===== src/hw/rtl/sitoa_pkg.sv =====
// Shared types, constants and helpers of the decimal ASCII printer.
package sitoa_pkg;

    localparam int VALUE_W   = 32;
    localparam int SCALE_W   = 8;
    localparam int CHAR_W    = 6;
    localparam int NUM_DIGITS = 10;
    localparam int BCD_W     = 4 * NUM_DIGITS;
    localparam int POS_W     = 4;
    localparam int FRAC_W    = 3;
    localparam int STEP_W    = 5;
    localparam int S_TDATA_W = 40;
    localparam int M_TDATA_W = 8;

    localparam logic [SCALE_W-1:0] SCALE_FRAC1 = 8'hFF;
    localparam logic [SCALE_W-1:0] SCALE_FRAC2 = 8'hFE;
    localparam logic [SCALE_W-1:0] SCALE_FRAC3 = 8'hFD;
    localparam logic [SCALE_W-1:0] SCALE_FRAC4 = 8'hFC;
    localparam logic [SCALE_W-1:0] SCALE_FRAC5 = 8'hFB;

    localparam logic [CHAR_W-1:0] CHAR_MINUS = 6'd45;
    localparam logic [CHAR_W-1:0] CHAR_POINT = 6'd46;
    localparam logic [CHAR_W-1:0] CHAR_ZERO  = 6'd48;

    localparam logic [STEP_W-1:0] LAST_STEP = STEP_W'(VALUE_W - 1);

    typedef enum logic [1:0] {
        ST_IDLE,
        ST_CONV,
        ST_SETUP,
        ST_EMIT
    } state_t;

    typedef struct packed {
        logic load;
        logic conv_step;
        logic setup;
        logic emit_step;
    } dp_cmd_t;

    typedef struct packed {
        logic conv_done;
        logic out_free;
        logic emit_last;
    } dp_status_t;

    function automatic logic [FRAC_W-1:0] frac_digits(input logic [SCALE_W-1:0] code);
        logic [FRAC_W-1:0] k;
        unique case (code)
            SCALE_FRAC1: k = 3'd1;
            SCALE_FRAC2: k = 3'd2;
            SCALE_FRAC3: k = 3'd3;
            SCALE_FRAC4: k = 3'd4;
            SCALE_FRAC5: k = 3'd5;
            default:     k = 3'd0;
        endcase
        return k;
    endfunction

endpackage


===== src/hw/rtl/scaled_int_to_decimal_ascii.sv =====
// Top level of the signed fixed-point binary to ASCII decimal printer.
//
// Each input beat carries a signed 32-bit value and a scale code; the block
// answers with its decimal string, one ASCII character per output beat, with
// tlast on the final character. Scale codes 0xFF down to 0xFB give one to five
// fractional digits, any other code none; zero always prints as "0". One value
// is handled at a time: the accept state, the shift-and-add-3 BCD converter
// over all 32 bits, a set-up state and then one character per cycle (1 to 12
// characters) while the output is not stalled. The next value is taken while
// the last character still waits in the output register.
module scaled_int_to_decimal_ascii
    import sitoa_pkg::*;
(
    input  logic                 aclk,
    input  logic                 aresetn,
    input  logic                 s_tvalid,
    output logic                 s_tready,
    input  logic [S_TDATA_W-1:0] s_tdata,  // value [31:0], scale_code [39:32]
    output logic                 m_tvalid,
    input  logic                 m_tready,
    output logic [M_TDATA_W-1:0] m_tdata,  // char_code [5:0], zero [7:6]
    output logic                 m_tlast
);

    dp_cmd_t           cmd;
    dp_status_t        status;
    logic [CHAR_W-1:0] char_code;

    sitoa_ctrl u_ctrl (
        .aclk     (aclk),
        .aresetn  (aresetn),
        .s_tvalid (s_tvalid),
        .s_tready (s_tready),
        .status   (status),
        .cmd      (cmd)
    );

    sitoa_dp u_dp (
        .aclk       (aclk),
        .aresetn    (aresetn),
        .value      (s_tdata[VALUE_W-1:0]),
        .scale_code (s_tdata[VALUE_W +: SCALE_W]),
        .cmd        (cmd),
        .status     (status),
        .m_tready   (m_tready),
        .m_tvalid   (m_tvalid),
        .char_code  (char_code),
        .char_last  (m_tlast)
    );

    assign m_tdata = {{(M_TDATA_W-CHAR_W){1'b0}}, char_code};

endmodule


===== src/hw/rtl/sitoa_ctrl.sv =====
// Control state machine: accept, convert, set up and emit characters.
module sitoa_ctrl
    import sitoa_pkg::*;
(
    input  logic       aclk,
    input  logic       aresetn,
    input  logic       s_tvalid,
    output logic       s_tready,
    input  dp_status_t status,
    output dp_cmd_t    cmd
);

    state_t state_reg;
    state_t state_next;

    always_ff @(posedge aclk) begin
        if (!aresetn) begin
            state_reg <= ST_IDLE;
        end else begin
            state_reg <= state_next;
        end
    end

    always_comb begin
        state_next = state_reg;
        unique case (state_reg)
            ST_IDLE: begin
                if (s_tvalid) state_next = ST_CONV;
            end
            ST_CONV: begin
                if (status.conv_done) state_next = ST_SETUP;
            end
            ST_SETUP: begin
                state_next = ST_EMIT;
            end
            ST_EMIT: begin
                if (status.out_free && status.emit_last) state_next = ST_IDLE;
            end
            default: state_next = ST_IDLE;
        endcase
    end

    always_comb begin
        s_tready      = 1'b0;
        cmd.load      = 1'b0;
        cmd.conv_step = 1'b0;
        cmd.setup     = 1'b0;
        cmd.emit_step = 1'b0;
        unique case (state_reg)
            ST_IDLE: begin
                s_tready = 1'b1;
                cmd.load = s_tvalid;
            end
            ST_CONV:  cmd.conv_step = 1'b1;
            ST_SETUP: cmd.setup = 1'b1;
            ST_EMIT:  cmd.emit_step = status.out_free;
            default: begin
                s_tready = 1'b0;
            end
        endcase
    end

endmodule


===== src/hw/rtl/sitoa_dp.sv =====
// Datapath: shift-and-add-3 binary to BCD converter and character sequencer.
module sitoa_dp
    import sitoa_pkg::*;
(
    input  logic                 aclk,
    input  logic                 aresetn,
    input  logic [VALUE_W-1:0]   value,
    input  logic [SCALE_W-1:0]   scale_code,
    input  dp_cmd_t              cmd,
    output dp_status_t           status,
    input  logic                 m_tready,
    output logic                 m_tvalid,
    output logic [CHAR_W-1:0]    char_code,
    output logic                 char_last
);

    logic [VALUE_W-1:0] bin_reg;
    logic [BCD_W-1:0]   bcd_reg;
    logic [STEP_W-1:0]  step_reg;
    logic               neg_reg;
    logic [FRAC_W-1:0]  frac_reg;
    logic [POS_W-1:0]   pos_reg;
    logic               sign_pend_reg;
    logic               point_pend_reg;
    logic               m_valid_reg;
    logic [CHAR_W-1:0]  m_char_reg;
    logic               m_last_reg;

    logic [VALUE_W-1:0] mag;
    logic [BCD_W-1:0]   bcd_adj;
    logic [3:0]         digit [NUM_DIGITS];
    logic [POS_W-1:0]   num_dig;
    logic [POS_W-1:0]   total;
    logic [POS_W-1:0]   frac_ext;
    logic [CHAR_W-1:0]  char_next;

    assign mag = value[VALUE_W-1] ? (~value + VALUE_W'(1)) : value;

    always_comb begin
        for (int i = 0; i < NUM_DIGITS; i++) begin
            digit[i] = bcd_reg[4*i +: 4];
            bcd_adj[4*i +: 4] = (digit[i] >= 4'd5) ? (digit[i] + 4'd3) : digit[i];
        end
    end

    // Count of significant digits, at least one.
    always_comb begin
        num_dig = POS_W'(1);
        for (int i = 1; i < NUM_DIGITS; i++) begin
            if (digit[i] != 4'd0) num_dig = POS_W'(i + 1);
        end
    end

    assign frac_ext = POS_W'(frac_reg);
    assign total = (num_dig > frac_ext) ? num_dig : (frac_ext + POS_W'(1));

    assign status.conv_done = (step_reg == LAST_STEP);
    assign status.out_free  = !m_valid_reg || m_tready;
    assign status.emit_last = !sign_pend_reg && !point_pend_reg && (pos_reg == '0);

    always_comb begin
        if (sign_pend_reg) begin
            char_next = CHAR_MINUS;
        end else if (point_pend_reg) begin
            char_next = CHAR_POINT;
        end else begin
            char_next = CHAR_ZERO + CHAR_W'(digit[pos_reg]);
        end
    end

    always_ff @(posedge aclk) begin
        if (cmd.load) begin
            bin_reg  <= mag;
            bcd_reg  <= '0;
            step_reg <= '0;
            neg_reg  <= value[VALUE_W-1];
            frac_reg <= (value == '0) ? FRAC_W'(0) : frac_digits(scale_code);
        end else if (cmd.conv_step) begin
            {bcd_reg, bin_reg} <= {bcd_adj[BCD_W-2:0], bin_reg, 1'b0};
            step_reg <= step_reg + STEP_W'(1);
        end

        if (cmd.setup) begin
            pos_reg        <= total - POS_W'(1);
            sign_pend_reg  <= neg_reg;
            point_pend_reg <= 1'b0;
        end else if (cmd.emit_step) begin
            if (sign_pend_reg) begin
                sign_pend_reg <= 1'b0;
            end else if (point_pend_reg) begin
                point_pend_reg <= 1'b0;
            end else begin
                point_pend_reg <= (frac_reg != '0) && (pos_reg == frac_ext);
                if (pos_reg != '0) pos_reg <= pos_reg - POS_W'(1);
            end
        end

        if (cmd.emit_step) begin
            m_char_reg <= char_next;
            m_last_reg <= status.emit_last;
        end
    end

    always_ff @(posedge aclk) begin
        if (!aresetn) begin
            m_valid_reg <= 1'b0;
        end else if (cmd.emit_step) begin
            m_valid_reg <= 1'b1;
        end else if (m_tready) begin
            m_valid_reg <= 1'b0;
        end
    end

    assign m_tvalid  = m_valid_reg;
    assign char_code = m_char_reg;
    assign char_last = m_last_reg;

endmodule

===== config.mk =====
export PLATFORM = sky130hd
export DESIGN_NAME = scaled_int_to_decimal_ascii
export DESIGN_NICKNAME = d
export VERILOG_FILES = /design/src/hw/rtl/sitoa_pkg.sv /design/src/hw/rtl/scaled_int_to_decimal_ascii.sv /design/src/hw/rtl/sitoa_ctrl.sv /design/src/hw/rtl/sitoa_dp.sv
export SDC_FILE = /design/constraint.sdc
export NUM_CORES = 1
export LEC_CHECK = 0
export BUFFER_PORTS_ARGS = -buffer_cell sky130_fd_sc_hd__buf_4
export CAP_MARGIN = 20
export CORE_MARGIN = 2
export CORE_UTILIZATION = 60
export DETAILED_ROUTE_END_ITERATION = 10
export PLACE_DENSITY = 0.8
export SETUP_SLACK_MARGIN = 0.5
export SYNTH_ARGS = -nofsm -noshare
export SYNTH_HDL_FRONTEND = slang
export SYNTH_HIERARCHICAL = 1
export SYNTH_SLANG_ARGS = --single-unit

===== constraint.sdc =====
create_clock -name aclk -period 4.55 [get_ports aclk]
set_clock_uncertainty 0.05 [all_clocks]
set_input_delay 0.6825 -clock aclk [delete_from_list [all_inputs] [get_ports aclk]]
set_output_delay 0.6825 -clock aclk [all_outputs]
set_load 0.005 [all_outputs]

==> metrics.md, run 1 <==
| Metric | Value |
|---|---|
| CTS tree | built |
| Total power | 2.73 mW |
| CP endpoint kind | register |
| Core area | 9680 um^2 |
| Pleak | approximately 2.5 nW |
| Maximum clock rate | 0.273 GHz |
| Row Count | 36 |
| Slew @ Worst Pin | ~0.82 ns |
| Avg WL per Cell | about 15 um |
| FF+latch count, synth | 96 |
| Top Family by Delay on Critical Path | compound AO/OA/AOI/OAI gates |
| Pre-antenna DRT Iters | 5 |
| First-pass GRT wire length | around 21 mm |
| FF-to-FF Start | u_dp/bcd_reg[24]$_SDFFE_PP0P_ |
| Count of cell types in the netlist | 52 |
| Worst-skew pair later-pin latency | 0.36 ns |
| Post-synthesis cell count | 655 |
| Share of layout cells above drive strength 1 | 0.135 |
| Critical path's slowest cell | a211oi_1 |
| Setup TNS Final | 0 ns |
| Maximum vdd drop | 0.283 mV |
| Post-synth EDFFs | 47 |
| Initial antenna violation count | 0 |
| Crit Path Class | register to register |
| Dpl hpwl | 8.98 mm |
| Post-synth ARST share | 0 |
| Antenna viol nets, final | 0 |
| CP Buf/Inv Count | 1 |
| Die height | 104 um |
| Status | complete, no violations |
| Slew headroom | 0.452 |
| Number of global-route vias before repair | 4,587 |
| # setup viols final | 0 |
| DRC Markers | 0 |
| Count of pins over their slew limit | 0 |
| Hold Buf Count CTS | 0 |
| Reg-to-Reg End | u_dp/pos_reg[3]$_DFFE_PP_ |
| Post-Syn Area per Cell | 9.09 um^2 |
| Clock transition at the registers of the reported paths | 0.09 ns |
| Num CTS Buffers | 9 |
| Worst Hold Launch | u_dp/bcd_reg[39]$_SDFFE_PP0P_ |
| Post-place setup slack | around 0.94 ns |
| Number of max-cap violations | 0 |
| Crit path cell chain | inv_1 -> ha_1 -> or3b_2 -> nor3b_1 -> a21oi_1 -> ha_1 -> a211oi_1 -> o21ai_0 -> o311ai_0 -> o21ai_0 -> xor2_1 |
| Root buffer cell | clkbuf_8 |
| 1st-iter DRT viols | 272 |
| Worst hold endpoint | u_dp/bcd_reg[39]$_SDFFE_PP0P_ |
| Post-CTS sizing | 0 |
| Crit-path max FO | 5 |
| Worst EP arrival | 3.73 ns |
| Grt total ovfl | 0 |
| Full die area | roughly 11,000 um^2 |
| I/O Buffers | 51 |
| R2R depth | 11 |
| Clk buf depth | 2 |
| Layout net count | 768 |
| Routed vias | 4,784 |
| Sink Count | 96 |
| WL final | 12.4 mm |
| Post-CTS Setup Repair Bufs | 0 |
| Register area share after synthesis | 0.402 |
| Reg-to-reg slack, setup | between 0.8 and 0.9 ns |
| Chip Width | 104 um |
| Placer congestion estimate | 0.845 |
| Worst path max stage delay | 0.51 ns |
| ANT cells | 0 |
| Final Hold Viols | 0 |
| Area growth syn-to-layout | 10.3% |
| Worst setup SP type | register |
| Placed Area | approximately 6400 um^2 |
| Worst Hold Class | register to register |
| Pwr Density | 416 nW/um^2 |
| WP depth | 11 |
| Starting Density | 0.615 |
| Mapped Area | between 5000 and 6000 um^2 |
| Ports | 55 |
| Largest register FFs | 40 |
| Ys flop type | dfxtp_1 |
| Largest net degree at the start of global routing | 63 |
| Yosys Warn Count | 6 |
| H-tree levels | 3 |
| Hold Crit Depth | 2 |
| Design area | 6570 um^2 |
| Final WS setup | 0.882 ns |
| RSZ-0062 raised after global routing | no |
| Final period util | 0.806 |
| Period minus WS final | 3.67 ns |
| Vias/cell | 5.77 |
| Required @ worst endpoint | 4.61 ns |
| Total global-route track usage | 0.234 |
[tightest hold or removal path: stages (launching register included)]
cell and delay (ns):
dfxtp_1 0.35, nand2_1 0.06, a21oi_1 0.05
[per-layer routing]
layer / share of wire / track usage
met2: 0.50 / 0.406
met1: 0.43 / 0.296
met5: 0 / 0
met3: 0.051 / 0.0378
met4: 0.016 / 0.0859
[worst max-delay path by stage]
stage / start / end / slack (ns)
2_1_floorplan: u_dp/bcd_reg[24]$_SDFFE_PP0P_ / u_dp/pos_reg[2]$_DFFE_PP_ / 1.33
3_3_place_gp: u_dp/bcd_reg[24]$_SDFFE_PP0P_ / u_dp/pos_reg[2]$_DFFE_PP_ / 1.22
3_5_place_dp: u_dp/bcd_reg[24]$_SDFFE_PP0P_ / u_dp/pos_reg[3]$_DFFE_PP_ / 0.94
4_1_cts: u_dp/bcd_reg[24]$_SDFFE_PP0P_ / u_dp/pos_reg[3]$_DFFE_PP_ / 0.93
5_1_grt: u_dp/bcd_reg[32]$_SDFFE_PP0P_ / u_dp/pos_reg[3]$_DFFE_PP_ / 0.60
6_report: u_dp/bcd_reg[24]$_SDFFE_PP0P_ / u_dp/pos_reg[3]$_DFFE_PP_ / 0.88
[where the power goes]
part	leakage, nW	total [mW]	switching [mW]	internal [mW]
sequential	0.843	1.35	0.126	1.22
clock	0.0813	0.495	0.296	0.200
combinational	1.55	0.889	0.568	0.320
[stage by stage]
stage / hold WS (ns) / std cells / util
after floorplan: 0.403 / 656 / -
after global placement: 0.425 / 813 / 0.661
after detailed placement: 0.439 / 813 / 0.661
after CTS: 0.453 / 829 / 0.679
after global routing: 0.475 / 829 / 0.679
final: 0.458 / 829 / 0.679
[layout by cell type (no fill, tap or decap), types with 4 or more instances in the layout]
| master | Yosys | routed |
|---|---|---|
| a21oi_1 | 76 | 76 |
| buf_4 | 3 | 53 |
| clkbuf_8 | 0 | 9 |
| dfxtp_1 | 49 | 49 |
| edfxtp_1 | 47 | 47 |
| ha_1 | 33 | 33 |
| inv_1 | 37 | 37 |
| mux2i_1 | 23 | 23 |
| mux4_2 | 8 | 8 |
| nand2_1 | 42 | 42 |
| nand2b_1 | 12 | 12 |
| nand3_1 | 14 | 14 |
| nor2_1 | 87 | 87 |
| nor3_1 | 13 | 13 |
| nor3b_1 | 9 | 9 |
| o211ai_1 | 4 | 4 |
| o21ai_0 | 46 | 46 |
| o31ai_1 | 8 | 8 |
| o41ai_1 | 4 | 4 |
| or2_2 | 4 | 4 |
| or4_4 | 4 | 4 |
| xnor2_1 | 13 | 13 |
| xor2_1 | 44 | 44 |
[logic make-up after synthesis]
kind of cell / Yosys count / share of synthesized area
adder cells (fa/ha/maj): 33 / 0.0693
AO/OA/AOI/OAI: 157 / 0.153
XOR/XNOR: 57 / 0.0838
multiplexers: 31 / 0.0689
flip-flops: 96 / 0.402
buffers and inverters: 67 / 0.0441
AND/OR/NAND/NOR: 212 / 0.178
other: 2 / 0.00126
[cell usage after synthesis (all sizes together), types with 2 or more instances]
cell type / instances / area [um^2]
o21a: 2 / 15.0
conb: 2 / 7.51
and3: 2 / 12.5
clkbuf: 21 / 78.8
nor3: 13 / 65.1
inv: 38 / 143
edfxtp: 47 / 1410
o21ai: 46 / 230
nand2b: 12 / 75.1
or2: 4 / 25.0
nor2b: 2 / 12.5
or3b: 4 / 35.0
mux2i: 23 / 230
o31ai: 8 / 60.1
nor2: 87 / 327
nor3b: 9 / 67.6
xor2: 44 / 385
a211oi: 2 / 15.0
nand2: 42 / 158
ha: 33 / 413
nor4: 2 / 42.5
xnor2: 13 / 114
a21oi: 76 / 380
and2: 4 / 26.3
or3: 3 / 18.8
o211ai: 4 / 30.0
o221ai: 2 / 17.5
buf: 8 / 41.3
dfxtp: 49 / 981
nand3: 15 / 80.1
or4: 7 / 67.6
o41ai: 7 / 83.8
mux4: 8 / 180
nand4: 4 / 31.3
o22ai: 2 / 12.5
a21boi: 2 / 15.0
[final cells by class]
type                    count  area [um^2]
clock buffers              11          131
multi-input cells         493         3310
well taps                 133          166
clock inverters             5         33.8
flip-flops and latches     96         2390
repair buffers             53          398
inverters                  38          143
fillers                   750         3110
(Power assumes the default switching activity.)
==> run 2, diff against run 1 <==
clock period = 3.7 ns   (was 4.55 ns; I/O delays follow)
==> run 2 against run 1 <==
Clock power up 25%. Register-to-register slack worse by 0.31 ns. Combinational power is 29% higher. Routed wire length increased by 4.2%. Setup slack worse by 0.31 ns. Sequential share of layout area is 1.3 points lower. Critical path type unchanged. Final area grew 3.9%. Clock-buffer cell count fell by 2. Die area stayed put.
==> metrics.md, run 2 (synthesized netlist as in run 1, its figures left out) <==
| Metric | Value |
|---|---|
| Design area | 6830 um^2 |
| Root buffer cell | clkbuf_8 |
| Maximum vdd drop | 0.286 mV |
| Starting Density | 0.615 |
| Share of layout cells above drive strength 1 | 0.197 |
| Slew headroom | 0.424 |
| Antenna viol nets, final | 0 |
| Pwr Density | 503 nW/um^2 |
| Placer congestion estimate | 0.862 |
| Placed Area | 6420 um^2 |
| Maximum clock rate | 0.320 GHz |
| Pleak | 2.57 nW |
| DRC Markers | 0 |
| Total global-route track usage | 0.237 |
| Worst Hold Class | primary input to register |
| Worst Hold Launch | aresetn |
| Status | complete, no violations |
| Worst setup SP type | register |
| Worst EP arrival | 3.19 ns |
| Final period util | 0.845 |
| ANT cells | 0 |
| Sink Count | 96 |
| Die height | 104 um |
| Routed vias | slightly below 5,000 |
| Grt total ovfl | 0 |
| Fillers | 701 |
| Clk buf depth | 2 |
| Core area | around 9700 um^2 |
| H-tree levels | 3 |
| Initial antenna violation count | 0 |
| Slew @ Worst Pin | 0.864 ns |
| Largest register FFs | 40 |
| Largest net degree at the start of global routing | 80 |
| Number of global-route vias before repair | roughly 4,700 |
| Layout net count | 774 |
| Worst-skew pair later-pin latency | roughly 0.36 ns |
| # setup viols final | 0 |
| Num CTS Buffers | 9 |
| Vias/cell | 5.78 |
| Most frequent cells in the layout | nor2_1 (87), a21oi_1 (74), buf_4 (59) |
| Final Hold Viols | 0 |
| Count of pins over their slew limit | 0 |
| Crit-path max FO | 5 |
| R2R depth | 12 |
| Hold Crit Depth | 2 |
| CP endpoint kind | register |
| First-pass GRT wire length | 21.3 mm |
| I/O Buffers | 51 |
| Crit Path Class | register to register |
| CTS tree | built |
| Commonest non-fill, non-tap cell in the layout | nor2_1 |
| Pre-antenna DRT Iters | 5 |
| Avg WL per Cell | 15.5 um |
| Area growth syn-to-layout | 14.7% |
| Origin of the worst setup path | u_dp/bcd_reg[36]$_SDFFE_PP0P_ |
| Required @ worst endpoint | around 3.8 ns |
| Number of max-cap violations | 0 |
| Setup TNS Final | 0 ns |
| Clock transition at the registers of the reported paths | approximately 0.1 ns |
| Full die area | 10,700 um^2 |
| FF-to-FF Start | u_dp/bcd_reg[36]$_SDFFE_PP0P_ |
| 1st-iter DRT viols | 289 |
| WL final | 12.9 mm |
| Chip Width | 104 um |
| RSZ-0062 raised after global routing | no |
| Dpl hpwl | 8.82 mm |
| Period minus WS final | 3.13 ns |
| Row Count | 36 |
| Ports | 55 |
run 2: cell types whose count changed in the layout (fill, tap and decap cells not counted), moves of 3 or more:
cell      previous run  this run
buf_4               53        59
clkinv_2             1         4
dfxtp_1             49        45
dfxtp_2              0         4
ha_1                33        27
ha_4                 0         6
inv_1               37        30
inv_2                1         8
nor3b_1              9         3
nor3b_4              0         4
o21ai_0             46        41
run 2: what timing repair did:
item | in CTS | in global routing
pin swaps | 5 | 9
hold endpoints to repair | 0 | 0
setup endpoints to repair | 3 | 3
gates resized for setup | 27 | 27
setup buffers | 3 | 2
hold buffers | 0 | 0
run 2: through the flow:
step	setup slack (ns)	std cells	total power [mW]	hold WS, ns	util
after global placement	0.390	814	2.71	0.425	0.663
after detailed placement	0.168	814	2.76	0.427	0.663
after floorplan	0.565	656	2.46	0.403	-
after CTS	0.524	833	3.40	0.406	0.691
final	0.572	835	3.44	0.427	0.705
after global routing	0.451	835	3.65	0.410	0.705
run 2: per-layer routing:
metal	wire, um	track usage	up-vias
li1	-	-	2388
met1	5610	0.301	2288
met2	6470	0.405	126
met3	581	0.0434	25
met4	235	0.0907	0
met5	0	0	-
run 2: path summary, 6_finish.rpt:
kind | to | slack (ns)
min reg2reg | u_dp/bcd_reg[39]$_SDFFE_PP0P_ | 0.45
max reg2reg | u_dp/pos_reg[2]$_DFFE_PP_ | 0.57
min | u_dp/m_tvalid$_SDFFE_PN0P_ | 0.43
max | u_dp/pos_reg[2]$_DFFE_PP_ | 0.57
run 2: critical path, cell delays in order (launching register included):
cell and delay, ns:
dfxtp_1 0.36, inv_2 0.10, ha_4 0.15, or3b_4 0.41
and3b_2 0.26, nor2b_2 0.18, ha_4 0.23, o21ai_4 0.22
o21a_1 0.20, o211ai_1 0.12, a21boi_1 0.19, ha_1 0.23
xor2_1 0.15
run 2: power by group:
part | leakage (nW) | internal (mW) | switching, mW
registers | 0.845 | 1.50 | 0.159
logic | 1.63 | 0.431 | 0.724
clock network | 0.0935 | 0.246 | 0.373
total | 2.57 | 2.18 | 1.26
run 2: cell type report:
class / count / area, um^2 / area share
Sequential cell: 96 / 2400 / 0.351
Clock inverter: 7 / 46.3 / 0.00678
Multi-Input combinational cell: 493 / 3510 / 0.514
Inverter: 38 / 143 / 0.0209
Clock buffer: 9 / 124 / 0.0181
Tap cell: 133 / 166 / 0.0244
Timing Repair Buffer: 59 / 443 / 0.0648
